**src/rtl/gsv_pkg.sv**
```systemverilog
`timescale 1ns / 1ps
// ----------------------------------------------------------------------------
// gsv_pkg
// Shared types, constants and helpers for the GIF structure size validator.
// ----------------------------------------------------------------------------
package gsv_pkg;

  localparam int POS_BITS   = 32;
  localparam int SKIP_BITS  = 10;
  localparam int COUNT_BITS = 17;

  localparam logic [COUNT_BITS-1:0] MAX_BLOCK_RESET = 17'd65536;

  localparam logic [7:0] TRAILER_CODE   = 8'h3B;
  localparam logic [7:0] IMAGE_CODE     = 8'h2C;
  localparam logic [7:0] EXTENSION_CODE = 8'h21;

  localparam logic [SKIP_BITS-1:0] DESC_BYTES = 10'd9;

  // smallest well-formed file: signature, screen descriptor, trailer
  localparam logic [POS_BITS-1:0] MIN_FILE_SIZE = 32'd14;

  typedef enum logic [10:0] {
    PH_SIG     = 11'b000_0000_0001,
    PH_LSD     = 11'b000_0000_0010,
    PH_GCT     = 11'b000_0000_0100,
    PH_MARKER  = 11'b000_0000_1000,
    PH_DESC    = 11'b000_0001_0000,
    PH_LCT     = 11'b000_0010_0000,
    PH_MINCODE = 11'b000_0100_0000,
    PH_LABEL   = 11'b000_1000_0000,
    PH_SUBLEN  = 11'b001_0000_0000,
    PH_SUBDATA = 11'b010_0000_0000,
    PH_DONE    = 11'b100_0000_0000
  } phase_t;

  typedef struct packed {
    logic                hit;
    logic                ok;
    logic [POS_BITS-1:0] size;
  } result_t;

  // "GIF8?a"; position four is checked separately
  function automatic logic [7:0] sig_byte(input logic [2:0] idx);
    logic [7:0] v;
    case (idx)
      3'd0:    v = 8'h47;
      3'd1:    v = 8'h49;
      3'd2:    v = 8'h46;
      3'd3:    v = 8'h38;
      3'd4:    v = 8'h37;
      3'd5:    v = 8'h61;
      default: v = 8'h00;
    endcase
    return v;
  endfunction

  function automatic logic [SKIP_BITS-1:0] table_bytes(input logic [2:0] n);
    logic [3:0] sh;
    sh = {1'b0, n} + 4'd1;
    return SKIP_BITS'(10'd3 << sh);
  endfunction

endpackage

```
**src/rtl/gif_structure_size_validator_core.sv**
```systemverilog
`timescale 1ns / 1ps
// ----------------------------------------------------------------------------
// gif_structure_size_validator_core
// Verdict path: input register, parser, output register; a pending verdict can stall it.
// Throughput: one byte per cycle; input stalls only while a verdict waits.
// Reset: rst clears parse state and handshakes; limit returns to 65536.
// ----------------------------------------------------------------------------
module gif_structure_size_validator_core (
  input  logic                           clk,
  input  logic                           rst,
  input  logic                           cfg_we,
  input  logic [gsv_pkg::COUNT_BITS-1:0] cfg_data,
  input  logic                           data_valid,
  output logic                           data_ready,
  input  logic [7:0]                     data_byte,
  input  logic                           last_byte,
  output logic                           res_valid,
  input  logic                           res_ready,
  output logic                           valid_res,
  output logic [gsv_pkg::POS_BITS-1:0]   structured_size
);
  import gsv_pkg::*;

  logic [COUNT_BITS-1:0] max_block_count;
  logic                  vld, last_q, take, free;
  logic [7:0]            byte_q;
  result_t               res;

  always_ff @(posedge clk) begin
    if (rst) begin
      max_block_count <= MAX_BLOCK_RESET;
    end else if (cfg_we) begin
      max_block_count <= cfg_data;
    end
  end

  assign take = vld && (!res.hit || free);

  gsv_in_stage u_in (
    .clk        (clk),
    .rst        (rst),
    .data_valid (data_valid),
    .data_ready (data_ready),
    .data_byte  (data_byte),
    .last_byte  (last_byte),
    .take       (take),
    .vld        (vld),
    .byte_q     (byte_q),
    .last_q     (last_q)
  );

  gsv_parser u_parser (
    .clk       (clk),
    .rst       (rst),
    .step      (take),
    .byte_q    (byte_q),
    .last_q    (last_q),
    .max_count (max_block_count),
    .res       (res)
  );

  gsv_out_stage u_out (
    .clk             (clk),
    .rst             (rst),
    .load            (take && res.hit),
    .res             (res),
    .free            (free),
    .res_valid       (res_valid),
    .res_ready       (res_ready),
    .valid_res       (valid_res),
    .structured_size (structured_size)
  );

  a_invalid_zero: assert property (@(posedge clk) disable iff (rst)
    res_valid && !valid_res |-> structured_size == '0)
    else $error("invalid verdict with nonzero size");

  a_valid_min_size: assert property (@(posedge clk) disable iff (rst)
    res_valid && valid_res |-> structured_size >= MIN_FILE_SIZE)
    else $error("valid verdict shorter than minimal file");

  a_stall_cause: assert property (@(posedge clk) disable iff (rst)
    !data_ready |-> res_valid && !res_ready)
    else $error("input stalled without a pending verdict");

  a_reset_clear: assert property (@(posedge clk)
    rst |=> !res_valid)
    else $error("result valid after reset");

endmodule

```
**src/rtl/gsv_in_stage.sv**
```systemverilog
`timescale 1ns / 1ps
// ----------------------------------------------------------------------------
// gsv_in_stage
// Input register for one byte transfer; drains when the parser steps.
// ----------------------------------------------------------------------------
module gsv_in_stage (
  input  logic       clk,
  input  logic       rst,
  input  logic       data_valid,
  output logic       data_ready,
  input  logic [7:0] data_byte,
  input  logic       last_byte,
  input  logic       take,
  output logic       vld,
  output logic [7:0] byte_q,
  output logic       last_q
);
  import gsv_pkg::*;

  assign data_ready = !vld || take;

  always_ff @(posedge clk) begin
    if (rst) begin
      vld <= 1'b0;
    end else if (data_ready) begin
      vld <= data_valid;
    end
  end

  always_ff @(posedge clk) begin
    if (data_valid && data_ready) begin
      byte_q <= data_byte;
      last_q <= last_byte;
    end
  end

endmodule

```
**src/rtl/gsv_parser.sv**
```systemverilog
`timescale 1ns / 1ps
// ----------------------------------------------------------------------------
// gsv_parser
// Per-byte GIF structure walk: phase, offset, skip and block count state.
// ----------------------------------------------------------------------------
module gsv_parser (
  input  logic                           clk,
  input  logic                           rst,
  input  logic                           step,
  input  logic [7:0]                     byte_q,
  input  logic                           last_q,
  input  logic [gsv_pkg::COUNT_BITS-1:0] max_count,
  output gsv_pkg::result_t               res
);
  import gsv_pkg::*;

  phase_t                phase, phase_next;
  logic [POS_BITS-1:0]   pos, pos_next;
  logic [SKIP_BITS-1:0]  skip, skip_next;
  logic [COUNT_BITS-1:0] blocks, blocks_next;
  logic [7:0]            lo_byte, lo_byte_next;
  logic [7:0]            flags, flags_next;
  logic                  fail, pass, over, verdict;
  logic                  limit_hit;

  assign limit_hit = blocks >= max_count;
  assign over      = pos == {POS_BITS{1'b1}};

  always_comb begin
    phase_next   = phase;
    pos_next     = pos;
    skip_next    = skip;
    blocks_next  = blocks;
    lo_byte_next = lo_byte;
    flags_next   = flags;
    fail         = 1'b0;
    pass         = 1'b0;

    case (phase)
      PH_SIG: begin
        if (pos[2:0] == 3'd4) begin
          fail = !(byte_q inside {8'h37, 8'h39});
        end else begin
          fail = byte_q != sig_byte(pos[2:0]);
        end
        if (pos[2:0] == 3'd5) phase_next = PH_LSD;
      end
      PH_LSD: begin
        case (pos[3:0])
          4'd6, 4'd8:  lo_byte_next = byte_q;
          4'd7, 4'd9:  fail = {byte_q, lo_byte} == 16'd0;
          4'd10:       flags_next = byte_q;
          4'd12: begin
            if (flags[7]) begin
              skip_next  = table_bytes(flags[2:0]);
              phase_next = PH_GCT;
            end else begin
              phase_next = PH_MARKER;
            end
          end
          default: ;
        endcase
      end
      PH_GCT, PH_LCT, PH_SUBDATA: begin
        skip_next = skip - 10'd1;
        if (skip_next == '0) begin
          if (phase == PH_GCT)      phase_next = PH_MARKER;
          else if (phase == PH_LCT) phase_next = PH_MINCODE;
          else                      phase_next = PH_SUBLEN;
        end
      end
      PH_MARKER: begin
        if (limit_hit) begin
          fail = 1'b1;
        end else begin
          blocks_next = blocks + 17'd1;
          if (byte_q == TRAILER_CODE) begin
            pass = 1'b1;
          end else if (byte_q == IMAGE_CODE) begin
            skip_next  = DESC_BYTES;
            phase_next = PH_DESC;
          end else if (byte_q == EXTENSION_CODE) begin
            phase_next = PH_LABEL;
          end else begin
            fail = 1'b1;
          end
        end
      end
      PH_DESC: begin
        // skip counts down 9..1 over left, top, width, height, packed
        case (skip)
          10'd5, 10'd3: lo_byte_next = byte_q;
          10'd4, 10'd2: fail = {byte_q, lo_byte} == 16'd0;
          10'd1:        flags_next = byte_q;
          default: ;
        endcase
        skip_next = skip - 10'd1;
        if (skip_next == '0) begin
          if (flags_next[7]) begin
            skip_next  = table_bytes(flags_next[2:0]);
            phase_next = PH_LCT;
          end else begin
            phase_next = PH_MINCODE;
          end
        end
      end
      PH_MINCODE: begin
        fail       = !(byte_q inside {[8'd2:8'd8]});
        phase_next = PH_SUBLEN;
      end
      PH_LABEL: begin
        phase_next = PH_SUBLEN;
      end
      PH_SUBLEN: begin
        if (limit_hit) begin
          fail = 1'b1;
        end else begin
          blocks_next = blocks + 17'd1;
          if (byte_q == 8'd0) begin
            phase_next = PH_MARKER;
          end else begin
            skip_next  = {2'b00, byte_q};
            phase_next = PH_SUBDATA;
          end
        end
      end
      default: ;
    endcase

    verdict  = (phase != PH_DONE) && (over || fail || pass || last_q);
    res.hit  = verdict;
    res.ok   = pass && !over;
    res.size = (pass && !over) ? pos + 32'd1 : '0;

    if (verdict) begin
      phase_next = PH_DONE;
    end else if (phase != PH_DONE) begin
      pos_next = pos + 32'd1;
    end

    if (last_q) begin
      phase_next   = PH_SIG;
      pos_next     = '0;
      skip_next    = '0;
      blocks_next  = '0;
      lo_byte_next = '0;
      flags_next   = '0;
    end
  end

  always_ff @(posedge clk) begin
    if (rst) begin
      phase   <= PH_SIG;
      pos     <= '0;
      skip    <= '0;
      blocks  <= '0;
      lo_byte <= '0;
      flags   <= '0;
    end else if (step) begin
      phase   <= phase_next;
      pos     <= pos_next;
      skip    <= skip_next;
      blocks  <= blocks_next;
      lo_byte <= lo_byte_next;
      flags   <= flags_next;
    end
  end

endmodule

```
**src/rtl/gsv_out_stage.sv**
```systemverilog
`timescale 1ns / 1ps
// ----------------------------------------------------------------------------
// gsv_out_stage
// Result register holding one verdict until its transfer completes.
// ----------------------------------------------------------------------------
module gsv_out_stage (
  input  logic                         clk,
  input  logic                         rst,
  input  logic                         load,
  input  gsv_pkg::result_t             res,
  output logic                         free,
  output logic                         res_valid,
  input  logic                         res_ready,
  output logic                         valid_res,
  output logic [gsv_pkg::POS_BITS-1:0] structured_size
);
  import gsv_pkg::*;

  assign free = !res_valid || res_ready;

  always_ff @(posedge clk) begin
    if (rst) begin
      res_valid <= 1'b0;
    end else if (free) begin
      res_valid <= load;
    end
  end

  always_ff @(posedge clk) begin
    if (load && free) begin
      valid_res       <= res.ok;
      structured_size <= res.size;
    end
  end

endmodule

```
**config.mk**
```make
export PLATFORM = sky130hd
export DESIGN_NAME = gif_structure_size_validator_core
export DESIGN_NICKNAME = d
export VERILOG_FILES = /design/src/rtl/gsv_pkg.sv /design/src/rtl/gif_structure_size_validator_core.sv /design/src/rtl/gsv_in_stage.sv /design/src/rtl/gsv_parser.sv /design/src/rtl/gsv_out_stage.sv
export SDC_FILE = /design/constraint.sdc
export NUM_CORES = 1
export LEC_CHECK = 0
export BUFFER_PORTS_ARGS = -buffer_cell sky130_fd_sc_hd__buf_2
export CAP_MARGIN = 20
export CORE_UTILIZATION = 45
export CTS_CLUSTER_DIAMETER = 40
export DETAILED_ROUTE_END_ITERATION = 7
export PLACE_DENSITY = 0.69
export SLEW_MARGIN = 20
export SYNTH_ARGS = -nofsm -noshare
export SYNTH_HDL_FRONTEND = slang
export SYNTH_SLANG_ARGS = --single-unit
```
**constraint.sdc**
```tcl
create_clock -name clk -period 12.5 [get_ports clk]
set_input_delay 3.75 -clock clk [delete_from_list [all_inputs] [get_ports clk]]
set_output_delay 3.75 -clock clk [all_outputs]
set_load 0.05 [all_outputs]
```
== After elaboration in Yosys (flattened, before gate mapping) ==
Cells that the tools add are included.

* Register bits: 143
* Input port bits: 31
* Output and inout port bits: 35
* Logic and storage cells: 177

* $add $sub $neg: 5
* Magnitude comparators: 3
* Eq/ne operators: 54
* Shifts and indexed selects: 2
* Muxes and demuxes: 58
* Reductions and logical operators: 42

{| class="wikitable"
|+ Operators by type and width
! operator !! number
|-
| two-way mux 11 bit || 12
|-
| two-way mux 10 bit || 11
|-
| two-way mux 32 bit || 3
|-
| case mux 11 bit (7 select lines) || 1
|-
| two-way mux 8 bit || 9
|-
| two-way mux 17 bit || 3
|-
| case mux 10 bit (5 select lines) || 1
|-
| equality test 8 x 6 -> 1 bit, second input constant || 5
|-
| case mux 7 bit (5 select lines) || 1
|-
| adder 32 x 1 -> 32 bit, second input constant || 1
|-
| equality test 32 bit, second input constant || 1
|-
| case mux 8 bit (2 select lines) || 2
|-
| != test 3 bit, second input constant || 7
|-
| equality test 10 x 2 -> 1 bit, second input constant || 2
|-
| equality test 10 x 3 -> 1 bit, second input constant || 2
|-
| left shift 2 x 4 -> 10 bit, first input constant || 2
|-
| adder 17 x 1 -> 17 bit, second input constant || 1
|-
| greater-or-equal comparator 17 bit || 1
|-
| equality test 4 bit, second input constant || 4
|-
| logical NOT 16 bit || 1
|-
| != test 4 x 2 -> 1 bit, second input constant || 4
|-
| != test 4 x 3 -> 1 bit, second input constant || 3
|-
| OR reduction 2 bit || 6
|-
| equality test 11 x 1 -> 1 bit, second input constant || 1
|-
| other kinds (43) || 80
|}

== Depth between registers and ports, before layout ==
* Depth after elaboration: 16
* Gate-level depth with buffers: 14
* Depth with buffers taken out: 13

== Hierarchy ==
From an unflattened synthesis, not the netlist that was laid out.

* Cell total of the unflattened synthesis: 982
* Area, all modules: 8725.9 um^2

{| class="wikitable"
|+ Modules (own cells, without submodules)
! module !! times used !! cells each !! area an instance (um^2) !! sequential area each (um^2)
|-
| gsv_parser || 1 || 872 || 6721.4 || 1641.6
|-
| gsv_out_stage || 1 || 38 || 1046.0 || 1011.0
|-
| gif_structure_size_validator_core || 1 || 58 || 633.1 || 340.3
|-
| gsv_in_stage || 1 || 14 || 325.3 || 290.3
|}

== Least setup slack after synthesis ==
Ideal clock, no wire load.

* Path type: input to output
* Start point: input port res_ready
* End point: output port data_ready
* Arrival time: 4.468 ns
* Required time: 8.750 ns
* Setup slack: 4.282 ns
* Stages: 2
* Buffers on the path: 0
* Cell sequence: nor2b_1 nand3_1

* Word-level cells in the longest chain between the ends: 4

{| class="wikitable"
|+ RTL lines
! what !! RTL line !! RTL
|-
| start, declared || gif_structure_size_validator_core.sv:18 || <nowiki>input logic res_ready,</nowiki>
|-
| logical OR 1 bit || gsv_out_stage.sv:19 || <nowiki>assign free = !res_valid || res_ready;</nowiki>
|-
| logical OR 1 bit || gif_structure_size_validator_core.sv:37 || <nowiki>assign take = vld && (!res.hit || free);</nowiki>
|-
| logical AND 1 bit || gif_structure_size_validator_core.sv:37 ||
|-
| logical OR 1 bit || gsv_in_stage.sv:20 || <nowiki>assign data_ready = !vld || take;</nowiki>
|-
| end, declared || gif_structure_size_validator_core.sv:14 || <nowiki>output logic data_ready,</nowiki>
|}

No other way between the ends.

== Worst setup path in the final report ==
Ends and elaborated chain as after synthesis.

==> metrics.yaml <==
drt:
  wl_per_cell_um: 16.8
  top_layer_used: "met4"
  drt-met1-wl_um: 9970
  drc: 2
  wl_met2_um: 9290
  routed_wl_um: 21000
  detail-route-antenna-nets: 0
  vias: 7378
  drt_pass1_iterations: 7
  wl_met3_um: 1320
  vias_per_cell: 5.90
  drt_iter0_markers: 562
power:
  cellPowerDensity_nw_per_um2: 117
  power.switching_w: 0.000291
  clkPwrFrac_pct: 46.2
  p_leak_nw: 3.50
  ir_worst_vdd_v: 0.0000927
  switching_share_pct: 26.3
  p_comb_share_pct: 8.3
  seq_power_share_pct: 45.5
  internal_power_w: 0.000816
global_routing:
  grt_max_degree: 68
  grt_pass1_vias: 6766
  overflow: 0
  grt_usage_pct: 22.4
  grt_pass1_wl_um: 34700
  antenna_found_initial: 0
layout:
  drive_above_1_share_pct: 14.1
  fin_cells: 1250
  syn2layout_area_growth_pct: 12.1
  layout_common_cells: "dfxtp_1, nor2_1, nand2_1, a21oi_1, buf_2"
  final_common_cell: "dfxtp_1"
  n_antenna_cell: 0
  nNetsFinal: 1072
critical_path:
  rr_startpoint: "u_parser.phase[1]"
  critPathLaunch: "res_ready"
  path_cells: "buf_2 > nor2b_1 > nand3_1 > buf_2"
  cp.arrival_ps: 4760
  critPathKind: "in2out"
  crit_top_cell: "buf_2"
  start_kind: "primary input"
  reg2reg_slack_ps: 8280
  critPathCaptureType: "output pin"
  worst-path-max-fanout: 6
  critPathMaxStageDelay_ps: 490
  critPathSlowestCell: "nor2b_1"
  critPathRequiredTime_ps: 8750
logic_synthesis:
  netlist_area_sq_um: 8440
  synth_edf_count: 42
  ys_seq_area_share_pct: 38.9
  syn_inst: 974
  ys_warn_count: 0
  syn_nets: 1038
  synth_cell_types: 80
  syn-mean-instance-area_sq_um: 8.66
  ys_seq_elements: 143
  synthFlopType: "dfxtp_1"
  async_flop_share_pct: 0
clock_network:
  cts-htree-levels: 4
  clock_sinks: 143
  clkLatencyLatePin_ps: 440
  clock_path_buffers: 2
  cts_buffers: 17
  cts_setup_buffers: 0
  clk_pin_slew_ps: 60
  cts_root_buf: "clkbuf_16"
  hold_buffers: 0
  post_cts_resized: 0
  cts_tree: "built"
floorplan:
  num_rows: 49
  initial_core_util_pct: 46.5
  design.core.area_sq_um: 18100
  pin_count: 66
  chipHeight_um: 139
  die_w_um: 139
  die-area_sq_um: 19300
timing:
  whs_ps: 488
  fmaxAchievable_mhz: 118
  hold_viol: 0
  timing.setup.tns_ps: 0
  post-route-min-period_ps: 8510
  final_max_slew_viol_count: 0
  rsz0062_at_grt: "no"
  period_share_pct: 68.1
  skew_ps: 12.1
  setup_viol: 0
  slew_headroom_pct: 34.7
  worst_pin_slew_ps: 970
place:
  port_buffers: 65
  hpwl_um: 14800
  place_inst: 1218
  globalplace.congestion: 0.912
run_status:
  status: "complete, but fails checks"
  violations: "design-rule violations"
hold_path:
  hold_start: "u_parser.lo_byte[0]"
  holdCritPathClass: "reg2reg"
flow_run:
  drv_cap: 0
[synth_stat cells (4+ instances only)]
master / instances / area [sq um]
nand2_1: 79 / 297
o31ai_1: 7 / 52.6
nand4b_1: 4 / 35.0
a31o_2: 7 / 61.3
edfxtp_1: 42 / 1260
a32o_1: 4 / 40.0
buf_1: 5 / 18.8
nand3b_1: 4 / 30.0
a22o_1: 14 / 123
nand2b_1: 9 / 56.3
ha_1: 33 / 413
a211oi_1: 6 / 45.0
nor2b_1: 23 / 144
nor3b_1: 12 / 90.1
a21oi_1: 65 / 325
dfxtp_1: 101 / 2020
clkbuf_1: 37 / 139
or3_1: 5 / 31.3
o21ai_0: 50 / 250
a311oi_1: 7 / 61.3
a221oi_1: 8 / 70.1
mux2i_1: 23 / 230
or4_1: 7 / 52.6
and4_1: 8 / 70.1
nor3_1: 50 / 250
mux2_2: 8 / 90.1
inv_1: 45 / 169
or2_2: 4 / 25.0
o211ai_1: 4 / 30.0
nand3_1: 29 / 145
xnor2_1: 17 / 149
and2_1: 15 / 93.8
a31oi_1: 7 / 43.8
nor2_1: 87 / 327
xor2_1: 9 / 78.8
o21a_1: 21 / 158
nand4_1: 20 / 125
and3_1: 18 / 113
nor4_1: 15 / 93.8
buf_2: 9 / 45.0
[sequential cells by signal, summed over array words and instances (netlist names)]
| signal | flops |
|---|---|
| max_block_count | 17 |
| u_in.byte_q | 8 |
| u_in.last_q | 1 |
| u_in.vld | 1 |
| u_out.res_valid | 1 |
| u_out.structured_size | 32 |
| u_out.valid_res | 1 |
| u_parser.blocks | 17 |
| u_parser.flags | 4 |
| u_parser.lo_byte | 8 |
| u_parser.phase | 11 |
| u_parser.pos | 32 |
| u_parser.skip | 10 |
[cells by family (layout without fill, tap and decap cells)]
group	Yosys count	after routing	share of synthesized area, %
xor gates and xnor gates	26	26	2.70
DFF	143	143	38.9
AOI/OAI and AO/OA	232	232	18.8
buffers and inverters	101	148	4.89
adders and majority gates	33	33	4.89
muxes	31	31	3.80
and+or+nand+nor	408	408	26.1
[layer usage]
layer	GRT usage, %	vias to the layer above
li1	-	3652
met1	30.9	3441
met2	34.7	252
met3	5.11	33
met4	6.67	0
met5	0	-
[critical path: cells and delay by family]
kind          cells  cell delay, ps
buf+inv           2             340
simple gates      2             660
[worst paths after layout]
kind	end	depth (start not counted)
worst max-delay path	data_ready	4
worst max register to register	u_out.structured_size[28]	9
worst min-delay path	u_parser.lo_byte[0]	1
worst min register to register	u_parser.lo_byte[0]	1
[power groups by stage]
stage / Sequential (W) / Clock (W) / Combinational (W)
2_1_floorplan: 0.000524 / 0 / 0.0000544
3_3_place_gp: 0.000513 / 0 / 0.0000903
3_5_place_dp: 0.000513 / 0 / 0.0000909
4_1_cts: 0.000503 / 0.000518 / 0.0000916
5_1_grt: 0.000505 / 0.000538 / 0.000100
6_report: 0.000504 / 0.000512 / 0.0000914
[cell type report]
| cell class | count | area (sq um) |
|---|---|---|
| inverters | 46 | 173 |
| well taps | 229 | 287 |
| clock buffers | 18 | 429 |
| repair buffers | 70 | 363 |
| multi-input cells | 730 | 4770 |
| clock inverters | 14 | 158 |
| flip-flops and latches | 143 | 3280 |
| fillers | 1694 | 8690 |
[stage by stage]
| step | utilization [%] | cell area (sq um) | total power, W | setup WS (ps) |
|---|---|---|---|---|
| CTS | 52.1 | 9450 | 0.00111 | 4030 |
| detailed placement | 48.8 | 8860 | 0.000604 | 4030 |
| finish | 52.1 | 9460 | 0.00111 | 3990 |
| floorplan | - | 8440 | 0.000578 | 4280 |
| global route | 52.1 | 9460 | 0.00114 | 3900 |
| global placement | 48.8 | 8860 | 0.000603 | 4080 |
Power figures use the tool's default switching activity.
